[src/sv/i2cm_pkg.sv]
// shared types and constants of the i2c master bit engine
package i2cm_pkg;

  localparam int unsigned OP_W       = 3;
  localparam int unsigned BYTE_W     = 8;
  localparam int unsigned TIMEOUT_W  = 16;
  localparam int unsigned PLEN_W     = 11;
  localparam int unsigned DIV_W      = 10;
  localparam int unsigned BITCNT_W   = 4;
  localparam int unsigned CFG_IDX_W  = 4;
  localparam int unsigned CFG_DATA_W = 16;

  localparam logic [TIMEOUT_W-1:0] ACK_TIMEOUT_RST = 16'd1000;
  localparam logic [PLEN_W-1:0]    PLEN_RST        = 11'd1;
  localparam logic [PLEN_W-1:0]    PLEN_MIN        = 11'd1;
  localparam logic [PLEN_W-1:0]    PLEN_MAX        = 11'd1024;
  localparam logic [BYTE_W-1:0]    MSB_MASK        = 8'h80;

  // configuration register indexes
  localparam logic [CFG_IDX_W-1:0] CFG_ACK_TIMEOUT = 4'd0;
  localparam logic [CFG_IDX_W-1:0] CFG_TICKS_PHASE = 4'd1;

  // op codes on the tick channel
  localparam logic [OP_W-1:0] OP_START = 3'd0;
  localparam logic [OP_W-1:0] OP_WRITE = 3'd1;
  localparam logic [OP_W-1:0] OP_READ  = 3'd2;
  localparam logic [OP_W-1:0] OP_WAIT  = 3'd3;
  localparam logic [OP_W-1:0] OP_STOP  = 3'd4;

  typedef enum logic [2:0] {
    CMD_NONE,
    CMD_START,
    CMD_WRITE,
    CMD_READ,
    CMD_WAIT,
    CMD_STOP
  } cmd_e;

  typedef enum logic [4:0] {
    PH_IDLE      = 5'd0,
    PH_ST_SDA_HI = 5'd1,
    PH_ST_SCL_HI = 5'd2,
    PH_ST_SDA_LO = 5'd3,
    PH_ST_SCL_LO = 5'd4,
    PH_WR_PRE    = 5'd5,
    PH_WR_DATA   = 5'd6,
    PH_WR_HIGH   = 5'd7,
    PH_WR_LOW    = 5'd8,
    PH_RD_HIGH   = 5'd9,
    PH_RD_LOW    = 5'd10,
    PH_AK_PRE    = 5'd11,
    PH_AK_DATA   = 5'd12,
    PH_AK_HIGH   = 5'd13,
    PH_AK_LOW    = 5'd14,
    PH_WT_REL    = 5'd15,
    PH_WT_POLL   = 5'd16,
    PH_SP_LOW    = 5'd17,
    PH_SP_HIGH   = 5'd18,
    PH_SP_SDA_HI = 5'd19
  } phase_e;

  // classified tick as held in the queue
  typedef struct packed {
    cmd_e              cmd;
    logic [BYTE_W-1:0] write_data;
    logic              send_ack;
    logic              sda_in;
  } tick_t;

  typedef struct packed {
    logic              scl_out;
    logic              sda_out;
    logic              busy_res;
    logic              done_res;
    logic [BYTE_W-1:0] read_data;
    logic              ack_error;
  } res_t;

endpackage

[src/sv/i2cm_ifs.sv]
// channel interfaces: tick input, result output and configuration write
interface i2cm_tick_if;
  import i2cm_pkg::*;
  logic              valid;
  logic              ready;
  logic              cmd_valid;
  logic [OP_W-1:0]   op;
  logic [BYTE_W-1:0] write_data;
  logic              send_ack;
  logic              sda_in;
  modport source (output valid, cmd_valid, op, write_data, send_ack, sda_in, input ready);
  modport sink   (input valid, cmd_valid, op, write_data, send_ack, sda_in, output ready);
endinterface

interface i2cm_res_if;
  import i2cm_pkg::*;
  logic              valid;
  logic              ready;
  logic              scl_out;
  logic              sda_out;
  logic              busy_res;
  logic              done_res;
  logic [BYTE_W-1:0] read_data;
  logic              ack_error;
  modport source (output valid, scl_out, sda_out, busy_res, done_res, read_data, ack_error,
                  input ready);
  modport sink   (input valid, scl_out, sda_out, busy_res, done_res, read_data, ack_error,
                  output ready);
endinterface

interface i2cm_cfg_if;
  import i2cm_pkg::*;
  logic                  valid;
  logic                  ready;
  logic [CFG_IDX_W-1:0]  index;
  logic [CFG_DATA_W-1:0] data;
  modport source (output valid, index, data, input ready);
  modport sink   (input valid, index, data, output ready);
endinterface

[src/sv/i2cm_front.sv]
// front end: accepts ticks and classifies the command they carry
module i2cm_front (
  i2cm_tick_if.sink      tick_i,
  input  logic           q_ready_i,
  output logic           q_valid_o,
  output i2cm_pkg::tick_t q_item_o
);
  import i2cm_pkg::*;

  cmd_e cmd;

  always_comb begin
    cmd = CMD_NONE;
    if (tick_i.cmd_valid) begin
      case (tick_i.op)
        OP_START: cmd = CMD_START;
        OP_WRITE: cmd = CMD_WRITE;
        OP_READ:  cmd = CMD_READ;
        OP_WAIT:  cmd = CMD_WAIT;
        OP_STOP:  cmd = CMD_STOP;
        default:  cmd = CMD_NONE;  // unknown ops are dropped
      endcase
    end
  end

  assign q_valid_o           = tick_i.valid;
  assign tick_i.ready        = q_ready_i;
  assign q_item_o.cmd        = cmd;
  assign q_item_o.write_data = tick_i.write_data;
  assign q_item_o.send_ack   = tick_i.send_ack;
  assign q_item_o.sda_in     = tick_i.sda_in;

endmodule

[src/sv/i2cm_queue.sv]
// short queue of classified ticks between front and back
module i2cm_queue #(
  parameter int unsigned DEPTH = 2
) (
  input  logic            clk_i,
  input  logic            rst_ni,
  input  logic            push_valid_i,
  output logic            push_ready_o,
  input  i2cm_pkg::tick_t push_item_i,
  output logic            pop_valid_o,
  input  logic            pop_ready_i,
  output i2cm_pkg::tick_t pop_item_o
);
  import i2cm_pkg::*;

  localparam int unsigned PTR_W = (DEPTH > 1) ? $clog2(DEPTH) : 1;
  localparam int unsigned CNT_W = $clog2(DEPTH + 1);
  localparam logic [PTR_W-1:0] LAST = PTR_W'(DEPTH - 1);

  tick_t            entries_q [DEPTH];
  logic [PTR_W-1:0] wr_ptr_q, wr_ptr_d;
  logic [PTR_W-1:0] rd_ptr_q, rd_ptr_d;
  logic [CNT_W-1:0] count_q, count_d;
  logic             push, pop;

  assign push_ready_o = (count_q != CNT_W'(DEPTH));
  assign pop_valid_o  = (count_q != '0);
  assign pop_item_o   = entries_q[rd_ptr_q];
  assign push         = push_valid_i && push_ready_o;
  assign pop          = pop_valid_o && pop_ready_i;

  always_comb begin
    wr_ptr_d = wr_ptr_q;
    rd_ptr_d = rd_ptr_q;
    count_d  = count_q;
    if (push) begin
      wr_ptr_d = (wr_ptr_q == LAST) ? '0 : wr_ptr_q + 1'b1;
    end
    if (pop) begin
      rd_ptr_d = (rd_ptr_q == LAST) ? '0 : rd_ptr_q + 1'b1;
    end
    if (push && !pop) begin
      count_d = count_q + 1'b1;
    end else if (pop && !push) begin
      count_d = count_q - 1'b1;
    end
  end

  always_ff @(posedge clk_i or negedge rst_ni) begin
    if (!rst_ni) begin
      wr_ptr_q <= '0;
      rd_ptr_q <= '0;
      count_q  <= '0;
    end else begin
      wr_ptr_q <= wr_ptr_d;
      rd_ptr_q <= rd_ptr_d;
      count_q  <= count_d;
    end
  end

  always_ff @(posedge clk_i) begin
    if (push) begin
      entries_q[wr_ptr_q] <= push_item_i;
    end
  end

endmodule

[src/sv/i2cm_back.sv]
// back end: bus phase sequencer, configuration registers and result register
module i2cm_back (
  input  logic            clk_i,
  input  logic            rst_ni,
  input  logic            q_valid_i,
  output logic            q_ready_o,
  input  i2cm_pkg::tick_t q_item_i,
  i2cm_cfg_if.sink        cfg_i,
  i2cm_res_if.source      res_o
);
  import i2cm_pkg::*;

  // configuration
  logic [TIMEOUT_W-1:0] ack_timeout_q;
  logic [PLEN_W-1:0]    ticks_phase_q;

  // sequencer state
  phase_e               phase_q, phase_d;
  logic [BITCNT_W-1:0]  bit_cnt_q, bit_cnt_d;
  logic [BYTE_W-1:0]    shreg_q, shreg_d;
  logic                 ack_choice_q, ack_choice_d;
  logic [TIMEOUT_W-1:0] timeout_q, timeout_d;
  logic [DIV_W-1:0]     div_q, div_d;
  logic                 scl_q, scl_d;
  logic                 sda_q, sda_d;
  logic [BYTE_W-1:0]    held_read_q, held_read_d;

  // result register
  res_t                 res_q, res_d;
  logic                 res_valid_q;

  logic [PLEN_W-1:0]    plen;
  logic [PLEN_W-1:0]    div_next;
  logic                 advance;
  logic                 step;
  logic                 enter;
  phase_e               enter_ph;
  logic                 done;
  logic                 err;

  assign cfg_i.ready = 1'b1;

  always_ff @(posedge clk_i or negedge rst_ni) begin
    if (!rst_ni) begin
      ack_timeout_q <= ACK_TIMEOUT_RST;
      ticks_phase_q <= PLEN_RST;
    end else if (cfg_i.valid) begin
      case (cfg_i.index)
        CFG_ACK_TIMEOUT: ack_timeout_q <= cfg_i.data;
        CFG_TICKS_PHASE: ticks_phase_q <= cfg_i.data[PLEN_W-1:0];
        default: ;
      endcase
    end
  end

  always_comb begin
    if (ticks_phase_q < PLEN_MIN) begin
      plen = PLEN_MIN;
    end else if (ticks_phase_q > PLEN_MAX) begin
      plen = PLEN_MAX;
    end else begin
      plen = ticks_phase_q;
    end
  end

  assign div_next = {1'b0, div_q} + 1'b1;

  // one tick of the sequencer
  always_comb begin
    phase_d      = phase_q;
    bit_cnt_d    = bit_cnt_q;
    shreg_d      = shreg_q;
    ack_choice_d = ack_choice_q;
    timeout_d    = timeout_q;
    div_d        = div_q;
    scl_d        = scl_q;
    sda_d        = sda_q;
    held_read_d  = held_read_q;
    enter        = 1'b0;
    enter_ph     = PH_IDLE;
    done         = 1'b0;
    err          = 1'b0;

    if (phase_q == PH_IDLE) begin
      if (q_item_i.cmd != CMD_NONE) begin
        bit_cnt_d = '0;
        enter     = 1'b1;
      end
      case (q_item_i.cmd)
        CMD_START: enter_ph = PH_ST_SDA_HI;
        CMD_WRITE: begin
          shreg_d  = q_item_i.write_data;
          enter_ph = PH_WR_PRE;
        end
        CMD_READ: begin
          shreg_d      = '0;
          ack_choice_d = q_item_i.send_ack;
          enter_ph     = PH_RD_HIGH;
        end
        CMD_WAIT: begin
          timeout_d = ack_timeout_q;
          enter_ph  = PH_WT_REL;
        end
        CMD_STOP: enter_ph = PH_SP_LOW;
        default:  enter_ph = PH_IDLE;
      endcase
    end else if (phase_q == PH_WT_POLL) begin
      if (!q_item_i.sda_in) begin
        scl_d = 1'b0;
        done  = 1'b1;
      end else if (timeout_q == '0) begin
        scl_d = 1'b0;
        done  = 1'b1;
        err   = 1'b1;
      end else begin
        timeout_d = timeout_q - 1'b1;
      end
    end else if (div_next < plen) begin
      div_d = div_next[DIV_W-1:0];
    end else begin
      // phase has run its length
      enter = 1'b1;
      case (phase_q)
        PH_ST_SDA_HI: enter_ph = PH_ST_SCL_HI;
        PH_ST_SCL_HI: enter_ph = PH_ST_SDA_LO;
        PH_ST_SDA_LO: enter_ph = PH_ST_SCL_LO;
        PH_WR_PRE: begin
          bit_cnt_d = '0;
          enter_ph  = PH_WR_DATA;
        end
        PH_WR_DATA: enter_ph = PH_WR_HIGH;
        PH_WR_HIGH: enter_ph = PH_WR_LOW;
        PH_WR_LOW: begin
          shreg_d   = {shreg_q[BYTE_W-2:0], 1'b0};
          bit_cnt_d = bit_cnt_q + 1'b1;
          if (bit_cnt_d[BITCNT_W-1]) begin
            enter = 1'b0;
            done  = 1'b1;
          end else begin
            enter_ph = PH_WR_DATA;
          end
        end
        PH_RD_HIGH: begin
          shreg_d  = {shreg_q[BYTE_W-2:0], q_item_i.sda_in};
          enter_ph = PH_RD_LOW;
        end
        PH_RD_LOW: begin
          bit_cnt_d = bit_cnt_q + 1'b1;
          enter_ph  = bit_cnt_d[BITCNT_W-1] ? PH_AK_PRE : PH_RD_HIGH;
        end
        PH_AK_PRE:  enter_ph = PH_AK_DATA;
        PH_AK_DATA: enter_ph = PH_AK_HIGH;
        PH_AK_HIGH: enter_ph = PH_AK_LOW;
        PH_AK_LOW: begin
          held_read_d = shreg_q;
          enter       = 1'b0;
          done        = 1'b1;
        end
        PH_WT_REL:  enter_ph = PH_WT_POLL;
        PH_SP_LOW:  enter_ph = PH_SP_HIGH;
        PH_SP_HIGH: enter_ph = PH_SP_SDA_HI;
        default: begin
          enter = 1'b0;
          done  = 1'b1;
        end
      endcase
    end

    // line levels set on phase entry
    if (enter) begin
      phase_d = enter_ph;
      div_d   = '0;
      case (enter_ph)
        PH_ST_SDA_HI: sda_d = 1'b1;
        PH_ST_SCL_HI: scl_d = 1'b1;
        PH_ST_SDA_LO: sda_d = 1'b0;
        PH_ST_SCL_LO: scl_d = 1'b0;
        PH_WR_PRE:    scl_d = 1'b0;
        PH_WR_DATA:   sda_d = ((shreg_d & MSB_MASK) != '0);
        PH_WR_HIGH:   scl_d = 1'b1;
        PH_WR_LOW:    scl_d = 1'b0;
        PH_RD_HIGH: begin
          scl_d = 1'b1;
          sda_d = 1'b1;
        end
        PH_RD_LOW:    scl_d = 1'b0;
        PH_AK_PRE:    scl_d = 1'b0;
        PH_AK_DATA:   sda_d = !ack_choice_d;
        PH_AK_HIGH:   scl_d = 1'b1;
        PH_AK_LOW:    scl_d = 1'b0;
        PH_WT_REL:    sda_d = 1'b1;
        PH_WT_POLL:   scl_d = 1'b1;
        PH_SP_LOW: begin
          scl_d = 1'b0;
          sda_d = 1'b0;
        end
        PH_SP_HIGH:   scl_d = 1'b1;
        PH_SP_SDA_HI: sda_d = 1'b1;
        default: ;
      endcase
    end

    if (done) begin
      phase_d = PH_IDLE;
      div_d   = '0;
    end

    res_d.scl_out   = scl_d;
    res_d.sda_out   = sda_d;
    res_d.busy_res  = (phase_d != PH_IDLE);
    res_d.done_res  = done;
    res_d.read_data = held_read_d;
    res_d.ack_error = err;
  end

  // the result register frees up whenever it is empty or being taken
  assign advance   = !res_valid_q || res_o.ready;
  assign q_ready_o = advance;
  assign step      = advance && q_valid_i;

  always_ff @(posedge clk_i or negedge rst_ni) begin
    if (!rst_ni) begin
      phase_q      <= PH_IDLE;
      bit_cnt_q    <= '0;
      shreg_q      <= '0;
      ack_choice_q <= 1'b0;
      timeout_q    <= '0;
      div_q        <= '0;
      scl_q        <= 1'b1;
      sda_q        <= 1'b1;
      held_read_q  <= '0;
      res_valid_q  <= 1'b0;
    end else begin
      if (step) begin
        phase_q      <= phase_d;
        bit_cnt_q    <= bit_cnt_d;
        shreg_q      <= shreg_d;
        ack_choice_q <= ack_choice_d;
        timeout_q    <= timeout_d;
        div_q        <= div_d;
        scl_q        <= scl_d;
        sda_q        <= sda_d;
        held_read_q  <= held_read_d;
      end
      if (advance) begin
        res_valid_q <= q_valid_i;
      end
    end
  end

  always_ff @(posedge clk_i) begin
    if (step) begin
      res_q <= res_d;
    end
  end

  assign res_o.valid     = res_valid_q;
  assign res_o.scl_out   = res_q.scl_out;
  assign res_o.sda_out   = res_q.sda_out;
  assign res_o.busy_res  = res_q.busy_res;
  assign res_o.done_res  = res_q.done_res;
  assign res_o.read_data = res_q.read_data;
  assign res_o.ack_error = res_q.ack_error;

endmodule

[src/sv/i2c_master_bit_engine.sv]
// top level of the i2c master bit engine: front, tick queue and sequencer
// Open-drain I2C master sequencer driven one time tick per item. Every tick
// item carries the sampled SDA level and, while the engine is idle, may carry
// a command (start, write byte, read byte with ACK or NACK, wait for ACK,
// stop); each tick returns exactly one result item with the SCL/SDA drive,
// busy, done, the last read byte and the ACK-timeout flag. The engine takes
// one tick every clock cycle as long as results are taken: the sequencer
// step is combinational logic, so throughput is one item per cycle, and
// each tick is registered in the tick queue and then in the result
// register. When the result side stalls, the queue absorbs up to
// QUEUE_DEPTH ticks before the input stalls too. Configuration writes take
// effect at once and are always accepted; index 0 is the ACK poll budget and
// index 1 the ticks per bus phase, clamped to the range 1 to 1024.
module i2c_master_bit_engine #(
  parameter int unsigned QUEUE_DEPTH = 2
) (
  input  logic       clk_i,
  input  logic       rst_ni,
  i2cm_tick_if.sink  tick_i,
  i2cm_cfg_if.sink   cfg_i,
  i2cm_res_if.source res_o
);
  import i2cm_pkg::*;

  // front to queue
  logic  push_valid;
  logic  push_ready;
  tick_t push_item;

  // queue to sequencer
  logic  pop_valid;
  logic  pop_ready;
  tick_t pop_item;

  // classify ticks as they come in
  i2cm_front u_front (
    .tick_i    (tick_i),
    .q_ready_i (push_ready),
    .q_valid_o (push_valid),
    .q_item_o  (push_item)
  );

  // decouples intake from a stalled result side
  i2cm_queue #(
    .DEPTH (QUEUE_DEPTH)
  ) u_queue (
    .clk_i        (clk_i),
    .rst_ni       (rst_ni),
    .push_valid_i (push_valid),
    .push_ready_o (push_ready),
    .push_item_i  (push_item),
    .pop_valid_o  (pop_valid),
    .pop_ready_i  (pop_ready),
    .pop_item_o   (pop_item)
  );

  // bus phase sequencer with its result register
  i2cm_back u_back (
    .clk_i     (clk_i),
    .rst_ni    (rst_ni),
    .q_valid_i (pop_valid),
    .q_ready_o (pop_ready),
    .q_item_i  (pop_item),
    .cfg_i     (cfg_i),
    .res_o     (res_o)
  );

endmodule
[src/flat_wrapper.sv]
// flat-port wrapper written by rule: the top's interface ports become plain ports
module i2c_master_bit_engine_flat import i2cm_pkg::*;
#(
  parameter int unsigned QUEUE_DEPTH = 2
)
  (clk_i, rst_ni, tick_i_valid, tick_i_cmd_valid, tick_i_op, tick_i_write_data, tick_i_send_ack, tick_i_sda_in, tick_i_ready, cfg_i_valid, cfg_i_index, cfg_i_data, cfg_i_ready, res_o_valid, res_o_scl_out, res_o_sda_out, res_o_busy_res, res_o_done_res, res_o_read_data, res_o_ack_error, res_o_ready);
  i2cm_tick_if tick_i_i ();
  i2cm_cfg_if cfg_i_i ();
  i2cm_res_if res_o_i ();
  input  logic clk_i;
  input  logic rst_ni;
  input wire logic [$bits(tick_i_i.valid)-1:0] tick_i_valid;
  input wire logic [$bits(tick_i_i.cmd_valid)-1:0] tick_i_cmd_valid;
  input wire logic [$bits(tick_i_i.op)-1:0] tick_i_op;
  input wire logic [$bits(tick_i_i.write_data)-1:0] tick_i_write_data;
  input wire logic [$bits(tick_i_i.send_ack)-1:0] tick_i_send_ack;
  input wire logic [$bits(tick_i_i.sda_in)-1:0] tick_i_sda_in;
  output wire logic [$bits(tick_i_i.ready)-1:0] tick_i_ready;
  input wire logic [$bits(cfg_i_i.valid)-1:0] cfg_i_valid;
  input wire logic [$bits(cfg_i_i.index)-1:0] cfg_i_index;
  input wire logic [$bits(cfg_i_i.data)-1:0] cfg_i_data;
  output wire logic [$bits(cfg_i_i.ready)-1:0] cfg_i_ready;
  output wire logic [$bits(res_o_i.valid)-1:0] res_o_valid;
  output wire logic [$bits(res_o_i.scl_out)-1:0] res_o_scl_out;
  output wire logic [$bits(res_o_i.sda_out)-1:0] res_o_sda_out;
  output wire logic [$bits(res_o_i.busy_res)-1:0] res_o_busy_res;
  output wire logic [$bits(res_o_i.done_res)-1:0] res_o_done_res;
  output wire logic [$bits(res_o_i.read_data)-1:0] res_o_read_data;
  output wire logic [$bits(res_o_i.ack_error)-1:0] res_o_ack_error;
  input wire logic [$bits(res_o_i.ready)-1:0] res_o_ready;
  assign tick_i_i.valid = tick_i_valid;
  assign tick_i_i.cmd_valid = tick_i_cmd_valid;
  assign tick_i_i.op = tick_i_op;
  assign tick_i_i.write_data = tick_i_write_data;
  assign tick_i_i.send_ack = tick_i_send_ack;
  assign tick_i_i.sda_in = tick_i_sda_in;
  assign tick_i_ready = tick_i_i.ready;
  assign cfg_i_i.valid = cfg_i_valid;
  assign cfg_i_i.index = cfg_i_index;
  assign cfg_i_i.data = cfg_i_data;
  assign cfg_i_ready = cfg_i_i.ready;
  assign res_o_valid = res_o_i.valid;
  assign res_o_scl_out = res_o_i.scl_out;
  assign res_o_sda_out = res_o_i.sda_out;
  assign res_o_busy_res = res_o_i.busy_res;
  assign res_o_done_res = res_o_i.done_res;
  assign res_o_read_data = res_o_i.read_data;
  assign res_o_ack_error = res_o_i.ack_error;
  assign res_o_i.ready = res_o_ready;
  i2c_master_bit_engine #(.QUEUE_DEPTH(QUEUE_DEPTH)) u_core (.clk_i(clk_i), .rst_ni(rst_ni), .tick_i(tick_i_i), .cfg_i(cfg_i_i), .res_o(res_o_i));
endmodule
[config.mk]
export PLATFORM = sky130hd
export DESIGN_NAME = i2c_master_bit_engine_flat
export DESIGN_NICKNAME = d
export VERILOG_FILES = /design/src/sv/i2cm_pkg.sv /design/src/sv/i2cm_ifs.sv /design/src/sv/i2cm_front.sv /design/src/sv/i2cm_queue.sv /design/src/sv/i2cm_back.sv /design/src/sv/i2c_master_bit_engine.sv /design/src/flat_wrapper.sv
export SDC_FILE = /design/constraint.sdc
export NUM_CORES = 1
export LEC_CHECK = 0
export BUFFER_PORTS_ARGS = -buffer_cell sky130_fd_sc_hd__buf_2
export CORE_MARGIN = 10
export CORE_UTILIZATION = 35
export DETAILED_ROUTE_END_ITERATION = 8
export PLACE_DENSITY_LB_ADDON = 0.05
export REMOVE_ABC_BUFFERS = 1
export SKIP_CTS_REPAIR_TIMING = 1
export SLEW_MARGIN = 20
export SYNTH_ARGS = -nofsm -noshare
export SYNTH_HDL_FRONTEND = slang
export SYNTH_SLANG_ARGS = --single-unit
[constraint.sdc]
create_clock -name clk_i -period 3.79 [get_ports clk_i]
set_clock_uncertainty 0.1 [all_clocks]
set_input_delay 0.5685 -clock clk_i [delete_from_list [all_inputs] [get_ports clk_i]]
set_output_delay 0.5685 -clock clk_i [all_outputs]
set_load 0.02 [all_outputs]
# After elaboration in Yosys (flattened, before gate mapping)
# Memories as Yosys holds them, arrays and structs flattened.
# Index checks and enable logic that the tools add are counted.
[op_classes]
addsub = 7
multipliers = 0
div = 0
n_lt_le_gt_ge = 3
eq_ne = 55
n_shift = 0
muxes = 66
bitwise_logic = 2
n_reduce_logical = 35
[op_table]
columns = ["operator", "count"]
rows = [
  ["5-bit by 4-bit equality test with 1-bit output, second input constant", 16],
  ["16-bit 2-to-1 mux", 5],
  ["5-bit case mux with 15 select lines", 1],
  ["8-bit 2-to-1 mux", 7],
  ["10-bit 2-to-1 mux", 5],
  ["5-bit by 3-bit equality test with 1-bit output, second input constant", 7],
  ["5-bit equality test, second input constant", 7],
  ["8-bit case mux with 2 select lines", 2],
  ["5-bit 2-to-1 mux", 5],
  ["5-bit case mux with 5 select lines", 1],
  ["1-bit 2-to-1 mux", 23],
  ["11-bit 2-to-1 mux", 2],
  ["5-bit by 2-bit equality test with 1-bit output, second input constant", 4],
  ["16-bit zero test", 1],
  ["4-bit 2-to-1 mux", 4],
  ["16-bit by 1-bit subtractor with 16-bit output, second input constant", 1],
  ["3-bit case mux with 5 select lines", 1],
  ["5-bit AND reduction", 3],
  ["14-bit OR reduction", 1],
  ["3-bit by 2-bit equality test with 1-bit output, second input constant", 4],
  ["3-bit nonzero test", 4],
  ["10-bit by 1-bit adder with 11-bit output, second input constant", 1],
  ["11-bit greater-than comparator, second input constant", 1],
  ["11-bit by 1-bit < comparator with 1-bit output, second input constant", 1],
  ["34 further kinds", 61],
]
[word_totals]
ff_bits = 99
latchBits = 0
ramBits = 26
rom_bits = 0
in_bits = 39
elab_cells = 191
mem_count = 1
[mem_list]
columns = ["name", "words", "word_bits", "read_ports", "rd_ports_with_merged_regs", "wr", "line", "rtl"]
rows = [
  ["u_core.u_queue.entries_q", 2, 13, 1, 0, 1, "i2cm_queue.sv:20", "tick_t entries_q [DEPTH];"],
]

# Longest topological paths before layout
# Gate-level depths: netlist of run 1.
[depth]
depth_word = 11
mapped_depth = 16

# By module
# A second synthesis of run 1 with hierarchy kept.
[hier_totals]
hier_cells = 641
area_unflattened_um2 = 6651.4
[by_module_without_submodules]
columns = ["mod", "n_inst", "cells_per_inst", "area_each_um2"]
rows = [
  ["i2cm_back", 1, 564, 5366.4],
  ["i2cm_queue", 1, 58, 1144.8],
  ["i2cm_front", 1, 19, 140.1],
]

# Worst setup path before layout of run 1
# OpenSTA, ideal clock, no wires.
[synth_path]
kind = "register to register"
start = "reg u_core.u_back.div_q[0]"
end = "reg u_core.u_back.res_q (netlist bit u_core.u_back.res_o.scl_out), data pin"
setup_time_ns = 0.259
arrival_time_ns = 3.286
required_ns = 3.431
path_slack_ns = 0.144
path_stages_with_launch = 15
n_path_buf = 0
path_cell_list = "dfrtp_1 ha_1 and3_1 nand3_1 nor2_1 xor2_1 ha_1 and4_1 a221oi_2 nand2_1 o211ai_1 nand2_1 a311oi_1 a21oi_1 or2_1"
[synth_rtl]
columns = ["item", "line", "rtl"]
rows = [
  ["start: declaration", "i2cm_back.sv:23", "logic [DIV_W-1:0] div_q, div_d;"],
  ["start signal: assignment", "i2cm_back.sv:240", "div_q <= div_d;"],
  ["end signal: assignment", "i2cm_back.sv:253", "res_q <= res_d;"],
  ["end: declaration", "i2cm_back.sv:29", "res_t res_q, res_d;"],
]

==> impl_metrics.yaml, run 1 <==
outcome:
  status: "completed"
worst_setup_path:
  r2r_start: "u_core.u_back.div_q[1]$_DFFE_PN0P_"
  cp.required_ns: 3.86
  crit_path_end_kind: "flop"
  arrival_ns: 3.71
  worstSetupStartpointType: "flop"
  r2r_cells: 15
  path_max_fanout: 11
  crit_end: "u_core.u_back.res_o.sda_out$_DFFE_PP_"
  critical_path_class: "reg2reg"
  cp-startpoint: "u_core.u_back.div_q[1]$_DFFE_PN0P_"
  reg2reg_setup_slack_ns: 0.16
  reg2reg_to: "u_core.u_back.res_o.sda_out$_DFFE_PP_"
floorplanning:
  coreArea_um2: 18150
  initial_core_util_pct: 36.04
  die-area_um2: 24550
  fp.dieW_um: 156.7
  row_count: 49
  die_h_um: 156.7
  pin_count: 55
logic_synthesis:
  synth-simple-area-share_pct: 16.20
  ys_types: 67
  synth_mux_area_share_pct: 8.533
  synth_top_family_by_area: "compound AO/OA/AOI/OAI gates"
  synth_area_um2: 6540
  syn_area_per_cell_um2: 10.23
  synth-xor-area-share_pct: 2.277
  ys_seq_area_share_pct: 50.99
  synth-adder-area-share_pct: 2.678
  synth_warnings: 0
  synth-seq-cells: 125
  synth_compound_gate_area_share_pct: 16.30
  synth_edf_count: 39
  synthFlopType: "dfrtp_1"
  syn-instance-count: 639
  postSynth.asyncResetShare_pct: 68.80
power:
  leakagePower_nw: 3.294
  vdd_drop_max_mv: 0.4022
  p_total_mw: 6.110
  power_density_nw_per_um2: 786.2
drt:
  drt_iter0_markers: 198
  vias: 4960
  drt-pass1-iter-count: 5
  drc: 0
  postRouteAntennaNets: 0
  routed_wl_um: 15910
  avgViaCountPerCell: 5.210
  avgRoutedWirePerCell_um: 16.71
placement:
  numPortBuffers: 53
  pre_cts_ws_ns: 0.1010
  gp_congestion: 0.8674
  place_hpwl_um: 11280
  placed_cell_area_um2: 7176
clock_network:
  numCtsBuffers: 17
  cts.sinks: 125
  insertion_delay_ns: 0.42
  h-tree-depth: 4
  clkTransAtPathRegs_ns: 0.06
  cts_tree: "built"
  clock_path_buffers: 2
  clockRootBuffer: "clkbuf_16"
worst_hold_path:
  hold_class: "in2async"
grt:
  antenna_found_initial: 0
  grt_pass1_wl_um: 26260
  overflow: 0
  grt_usage_pct: 13.40
  grt_pass1_vias: 5068
  grt_max_degree: 69
timing:
  worst_pin_slew_ns: 0.8952
  finalSetupTns_ns: 0
  layout_setup_ws_ns: 0.1552
  slew_headroom_pct: 40.32
  min_period_over_period_pct: 95.90
  fin_crit_ns: 3.635
  timing.hold.ws_ns: 0.1819
  hold_viol_final: 0
  finalSetupViolations: 0
  slew_violations: 0
  clock.fmax_mhz: 275.1
layout:
  drive_gt1_share_pct: 25.86
  n_fill_cell: 1727
  multi_input_area_um2: 3075
  layout.nets: 763
  area_growth_pct: 18.84
  diodes: 0
  regArea_um2: 3334
  design_area_um2: 7772
run:
  drv_cap: 0
==> where the power goes <==
group / internal [mW] / switching (mW) / total (mW)
clock: 0.843 / 0.638 / 1.48
combinational: 0.954 / 1.46 / 2.41
sequential: 1.87 / 0.350 / 2.22
total: 3.67 / 2.44 / 6.11
==> cell type report <==
type	instances	share of cell area, %
tap	229	3.686
clock buffer	18	5.522
multi-input combinational	470	39.57
inverter	14	0.6761
timing repair buffer	82	6.294
clock inverter	14	1.352
sequential	125	42.90
==> cells in the final DEF (no fill, tap or decap), types with 4 or more instances in the layout <==
master | synthesis | routed
a31oi_1 | 4 | 4
or3_1 | 5 | 5
o211ai_1 | 11 | 11
o22ai_1 | 4 | 4
a21o_1 | 5 | 4
a22oi_1 | 6 | 5
o21a_1 | 9 | 9
dfrtp_1 | 77 | 77
clkbuf_16 | 0 | 17
o21ai_1 | 17 | 20
a21oi_2 | 4 | 4
buf_2 | 8 | 52
inv_1 | 13 | 13
nand3_1 | 17 | 16
xnor2_1 | 8 | 7
o21ai_0 | 30 | 27
buf_4 | 3 | 29
inv_6 | 0 | 7
mux2i_1 | 13 | 13
nand2_1 | 90 | 89
edfxtp_1 | 39 | 39
clkinvlp_4 | 0 | 4
a21oi_1 | 40 | 40
nor2_1 | 48 | 47
nor3_1 | 18 | 18
xor2_1 | 9 | 9
a211oi_1 | 4 | 4
ha_1 | 14 | 14
nand2b_1 | 16 | 16
dfstp_2 | 9 | 9
nor2b_1 | 4 | 4
mux2_2 | 38 | 38
a22o_1 | 6 | 6
==> worst max-delay path, cell delays in order, from the launching register on <==
cell and delay [ns]:
dfrtp_1 0.39, ha_1 0.19, and3_4 0.20, nand3_2 0.10
nor2_1 0.14, xor2_1 0.24, ha_1 0.28, and4_1 0.21
a221oi_2 0.30, nand2_2 0.14, buf_6 0.17, a41o_1 0.22
a31o_1 0.19, a22oi_1 0.18, o221ai_1 0.16, a21o_1 0.18
==> logic make-up (layout without fill, tap and decap cells) <==
group / Yosys count / count (layout)
compound gates: 162 / 162
buf+inv: 44 / 128
xor+xnor: 17 / 17
other cells: 1 / 1
simple gates: 225 / 225
mux: 51 / 51
fa+ha+maj: 14 / 14
flops: 125 / 125
==> synth_stat cells, drive strengths merged (8+ instances only) <==
cell | number | share of area (%)
nand3 | 17 | 1.3
o21ai | 47 | 3.6
dfstp | 9 | 3.6
xnor2 | 8 | 1.1
xor2 | 9 | 1.2
inv | 13 | 0.75
o21a | 9 | 1.0
nand2b | 16 | 1.5
mux2i | 13 | 2.0
nor2 | 48 | 2.8
buf | 15 | 1.3
dfrtp | 77 | 29
edfxtp | 39 | 18
o211ai | 11 | 1.3
a21oi | 44 | 3.6
nor3 | 21 | 1.9
clkbuf | 15 | 0.86
nand2 | 91 | 5.3
ha | 14 | 2.7
mux2 | 38 | 6.5
==> flip-flops by register name, summed over array words and instances, names as in the netlist, 2 cells and up <==
register and flops:
u_core.u_back.div_q 10, u_core.u_back.phase_q 5, u_core.u_back.shreg_q 8, u_core.u_queue.count_q 2
u_core.u_back.ticks_phase_q 11, u_core.u_back.bit_cnt_q 4, u_core.u_back.res_o.read_data 8, u_core.u_back.timeout_q 16
u_core.u_back.ack_timeout_q 16, u_core.u_back.held_read_q 8, u_core.u_queue.entries_q 26
==> through the flow <==
| stage | std cells | util (%) |
|---|---|---|
| after floorplan | 609 | - |
| after global placement | 919 | 39.54 |
| after detailed placement | 919 | 39.54 |
| after CTS | 951 | 42.48 |
| after global routing | 952 | 42.83 |
| final | 952 | 42.83 |
==> per-layer routing <==
layer  vias to the layer above  global-route usage (%)  wire length (um)
li1                       2459                       -                 -
met4                         0                   4.360               184
met1                      2409                   17.78              7647
met3                        15                   3.070               521
met5                         -                       0                 0
met2                        77                   21.17              7559
==> how the worst min path moves through the flow <==
| stage | start | endpoint | slack (ns) | cells after the start |
|---|---|---|---|---|
| floorplan | rst_ni | u_core.u_back.ack_choice_q$_DFFE_PN0P_ | 0.17 | 0 |
| global placement | u_core.u_back.held_read_q[1]$_DFFE_PN0P_ | u_core.u_back.held_read_q[1]$_DFFE_PN0P_ | 0.35 | 2 |
| detailed placement | u_core.u_back.held_read_q[1]$_DFFE_PN0P_ | u_core.u_back.held_read_q[1]$_DFFE_PN0P_ | 0.36 | 2 |
| CTS | tick_i_write_data[4] | u_core.u_queue.entries_q[0][6]$_DFFE_PP_ | 0.21 | 1 |
| global route | tick_i_write_data[2] | u_core.u_queue.entries_q[0][4]$_DFFE_PP_ | 0.22 | 1 |
| finish | rst_ni | u_core.u_back.ack_timeout_q[13]$_DFFE_PN0P_ | 0.18 | 1 |
No activity file was read; power rests on OpenSTA's default activity.
==> run 2, diff against run 1 <==
--- a/config.mk
+++ b/config.mk
@@ -6,7 +6,6 @@
 export NUM_CORES = 1
 export LEC_CHECK = 0
 export BUFFER_PORTS_ARGS = -buffer_cell sky130_fd_sc_hd__buf_2
-export CORE_MARGIN = 10
 export CORE_UTILIZATION = 35
 export DETAILED_ROUTE_END_ITERATION = 8
 export PLACE_DENSITY_LB_ADDON = 0.05
==> constraint.sdc (replaced) <==
create_clock -name clk_i -period 3.9 [get_ports clk_i]
set_clock_uncertainty 0.1 [all_clocks]
set_input_delay 0.585 -clock clk_i [delete_from_list [all_inputs] [get_ports clk_i]]
set_output_delay 0.585 -clock clk_i [all_outputs]
set_load 0.02 [all_outputs]
==> run 2 against run 1 <==
  * The flow now finishes with violations (DRC)
  * Routed wire length is 1.7% lower
  * Via count is 0.83% higher
  * Sequential power is 5% lower
  * Global-route usage is 3.9 points higher
  * Critical path depth is 1 higher
  * Setup slack worse by 0.011 ns
  * Clock power is 7% higher
  * Total power is 1.2% lower
  * Maximum frequency is 3.2% lower
  * Die area is 22% lower
  * Worst hold slack better by 0.032 ns
  * Non-clock buffer count is 5 lower
  * Largest cell class unchanged
  * Largest power group unchanged
==> impl_metrics.yaml, run 2 (synthesized netlist as in run 1, its figures left out) <==
clock_network:
  clkTransAtPathRegs_ns: 0.06
  numCtsBuffers: 17
  clock_path_buffers: 2
  insertion_delay_ns: 0.42
  h-tree-depth: 4
  cts.sinks: 125
  cts_tree: "built"
  clockRootBuffer: "clkbuf_16"
worst_setup_path:
  cp-startpoint: "u_core.u_back.div_q[0]$_DFFE_PN0P_"
  reg2reg_setup_slack_ns: 0.14
  r2r_start: "u_core.u_back.div_q[0]$_DFFE_PN0P_"
  cp.required_ns: 3.97
  critical_path_class: "reg2reg"
  arrival_ns: 3.82
  worstSetupStartpointType: "flop"
  path_max_fanout: 11
  crit_path_end_kind: "flop"
floorplanning:
  row_count: 49
  die_h_um: 138.7
  fp.dieW_um: 138.7
  coreArea_um2: 18150
  die-area_um2: 19240
  initial_core_util_pct: 36.04
  pin_count: 55
power:
  power_density_nw_per_um2: 775.9
  p_clk_share_pct: 26.4
  p_comb_share_pct: 38.5
  switching_share_pct: 40.10
  p_switching_mw: 2.420
  p_int_mw: 3.615
  vdd_drop_max_mv: 0.3725
  leakagePower_nw: 3.313
  pwr-share-seq_pct: 35.1
grt:
  grt_pass1_vias: 4959
  grt_usage_pct: 17.27
  antenna_found_initial: 0
  grt_pass1_wl_um: 26100
  overflow: 0
  grt_max_degree: 73
outcome:
  failed_checks: "DRC"
  status: "complete, but fails checks"
timing:
  fin_crit_ns: 3.756
  layout_setup_ws_ns: 0.1438
  min_period_over_period_pct: 96.31
  worst_pin_slew_ns: 0.9735
  slew_violations: 0
  hold_viol_final: 0
  slew_headroom_pct: 35.10
  timing.hold.ws_ns: 0.2142
  finalSetupViolations: 0
  clock.fmax_mhz: 266.2
layout:
  fin_cells: 947
  final_common_cell: "nand2_1"
  top_regs: "u_core.u_queue.entries_q x26, u_core.u_back.ack_timeout_q x16, u_core.u_back.timeout_q x16"
  diodes: 0
  largest_reg_flops: 26
  drive_gt1_share_pct: 25.49
  area_growth_pct: 18.94
  multi_input_area_um2: 3058
  final_cell_mix: "90 x nand2_1, 76 x dfrtp_1, 52 x buf_2, 47 x nor2_1, 40 x a21oi_1"
  n_fill_cell: 1777
  largest-register: "u_core.u_queue.entries_q"
  layout.nets: 758
  regArea_um2: 3336
worst_hold_path:
  hold_class: "in2async"
drt:
  vias: 5001
  drt-pass1-iter-count: 7
  drt_iter0_markers: 329
  routed_wl_um: 15640
  avgRoutedWirePerCell_um: 16.52
  drc: 4
  postRouteAntennaNets: 0
  avgViaCountPerCell: 5.281
placement:
  place_hpwl_um: 10820
  gp_congestion: 0.8812
  dp.cells: 915
  pre_cts_ws_ns: 0.1084
  numPortBuffers: 53
run:
  drv_cap: 0
[run 2: cell types whose count changed in the layout (fill, tap and decap cells not counted), moves of 2 or more]
cell	delta
buf_4	-4
inv_8	+4
clkinvlp_4	-3
inv_6	-3
clkinv_4	+2
clkinv_8	+2
[run 2: worst paths after layout]
path,endpoint,cells past startpoint
setup / recovery,u_core.u_back.res_o.scl_out$_DFFE_PP_,16
hold / removal,u_core.u_back.ack_timeout_q[11]$_DFFE_PN0P_,1
setup reg to reg,u_core.u_back.res_o.scl_out$_DFFE_PP_,16
hold reg to reg,u_core.u_back.held_read_q[4]$_DFFE_PN0P_,2
max in group asynchronous,u_core.u_back.div_q[0]$_DFFE_PN0P_,2
min in group clk_i,u_core.u_queue.entries_q[0][4]$_DFFE_PP_,1
[run 2: critical path, cell delays in order (launching register included)]
cell and delay (ns):
dfrtp_2 0.44, ha_1 0.21, and3_1 0.21, nand3_2 0.13, nor2_2 0.06, xor2_1 0.17, ha_1 0.30, and4_1 0.23
o211ai_1 0.10, o21bai_2 0.24, nand2_1 0.12, buf_4 0.18, and2_2 0.21, a21oi_1 0.10, a311oi_2 0.31, a21oi_1 0.12
or2_1 0.24
[run 2: power by group through the flow]
stage / Sequential (mW) / Combinational [mW] / Clock (mW)
CTS: 2.12 / 2.33 / 1.63
floorplan: 2.20 / 1.51 / 0
detailed placement: 2.14 / 2.33 / 0
finish: 2.12 / 2.32 / 1.59
global placement: 2.13 / 2.31 / 0
global route: 2.18 / 2.60 / 1.69
[run 2: routing by layer]
metal  share of wire, %  wire (um)  up-vias  track usage, %
met4                1.1        169        0           5.380
met1                 49       7662     2432           23.83
met3                3.4        537       15           3.798
met5                  0          0        -               0
li1                   -          -     2455               -
met2                 46       7273       99           27.06
[run 2: layout make-up]
cell class | count | area share (%)
well taps | 229 | 3.683
flip-flops and latches | 125 | 42.88
multi-input cells | 470 | 39.31
clock buffers | 17 | 5.469
clock inverters | 15 | 2.220
inverters | 14 | 0.6756
repair buffers | 77 | 5.758
[run 2: through the flow]
step           power, mW  instance area, um2  util [%]  TNS [ns]
4_1_cts            6.081                7744     42.67         0
5_1_grt            6.466                7779     42.86  -0.03697
2_1_floorplan      3.702                6399         -         0
3_3_place_gp       4.438                7146     39.38         0
6_report           6.035                7779     42.86         0
3_5_place_dp       4.464                7146     39.38         0
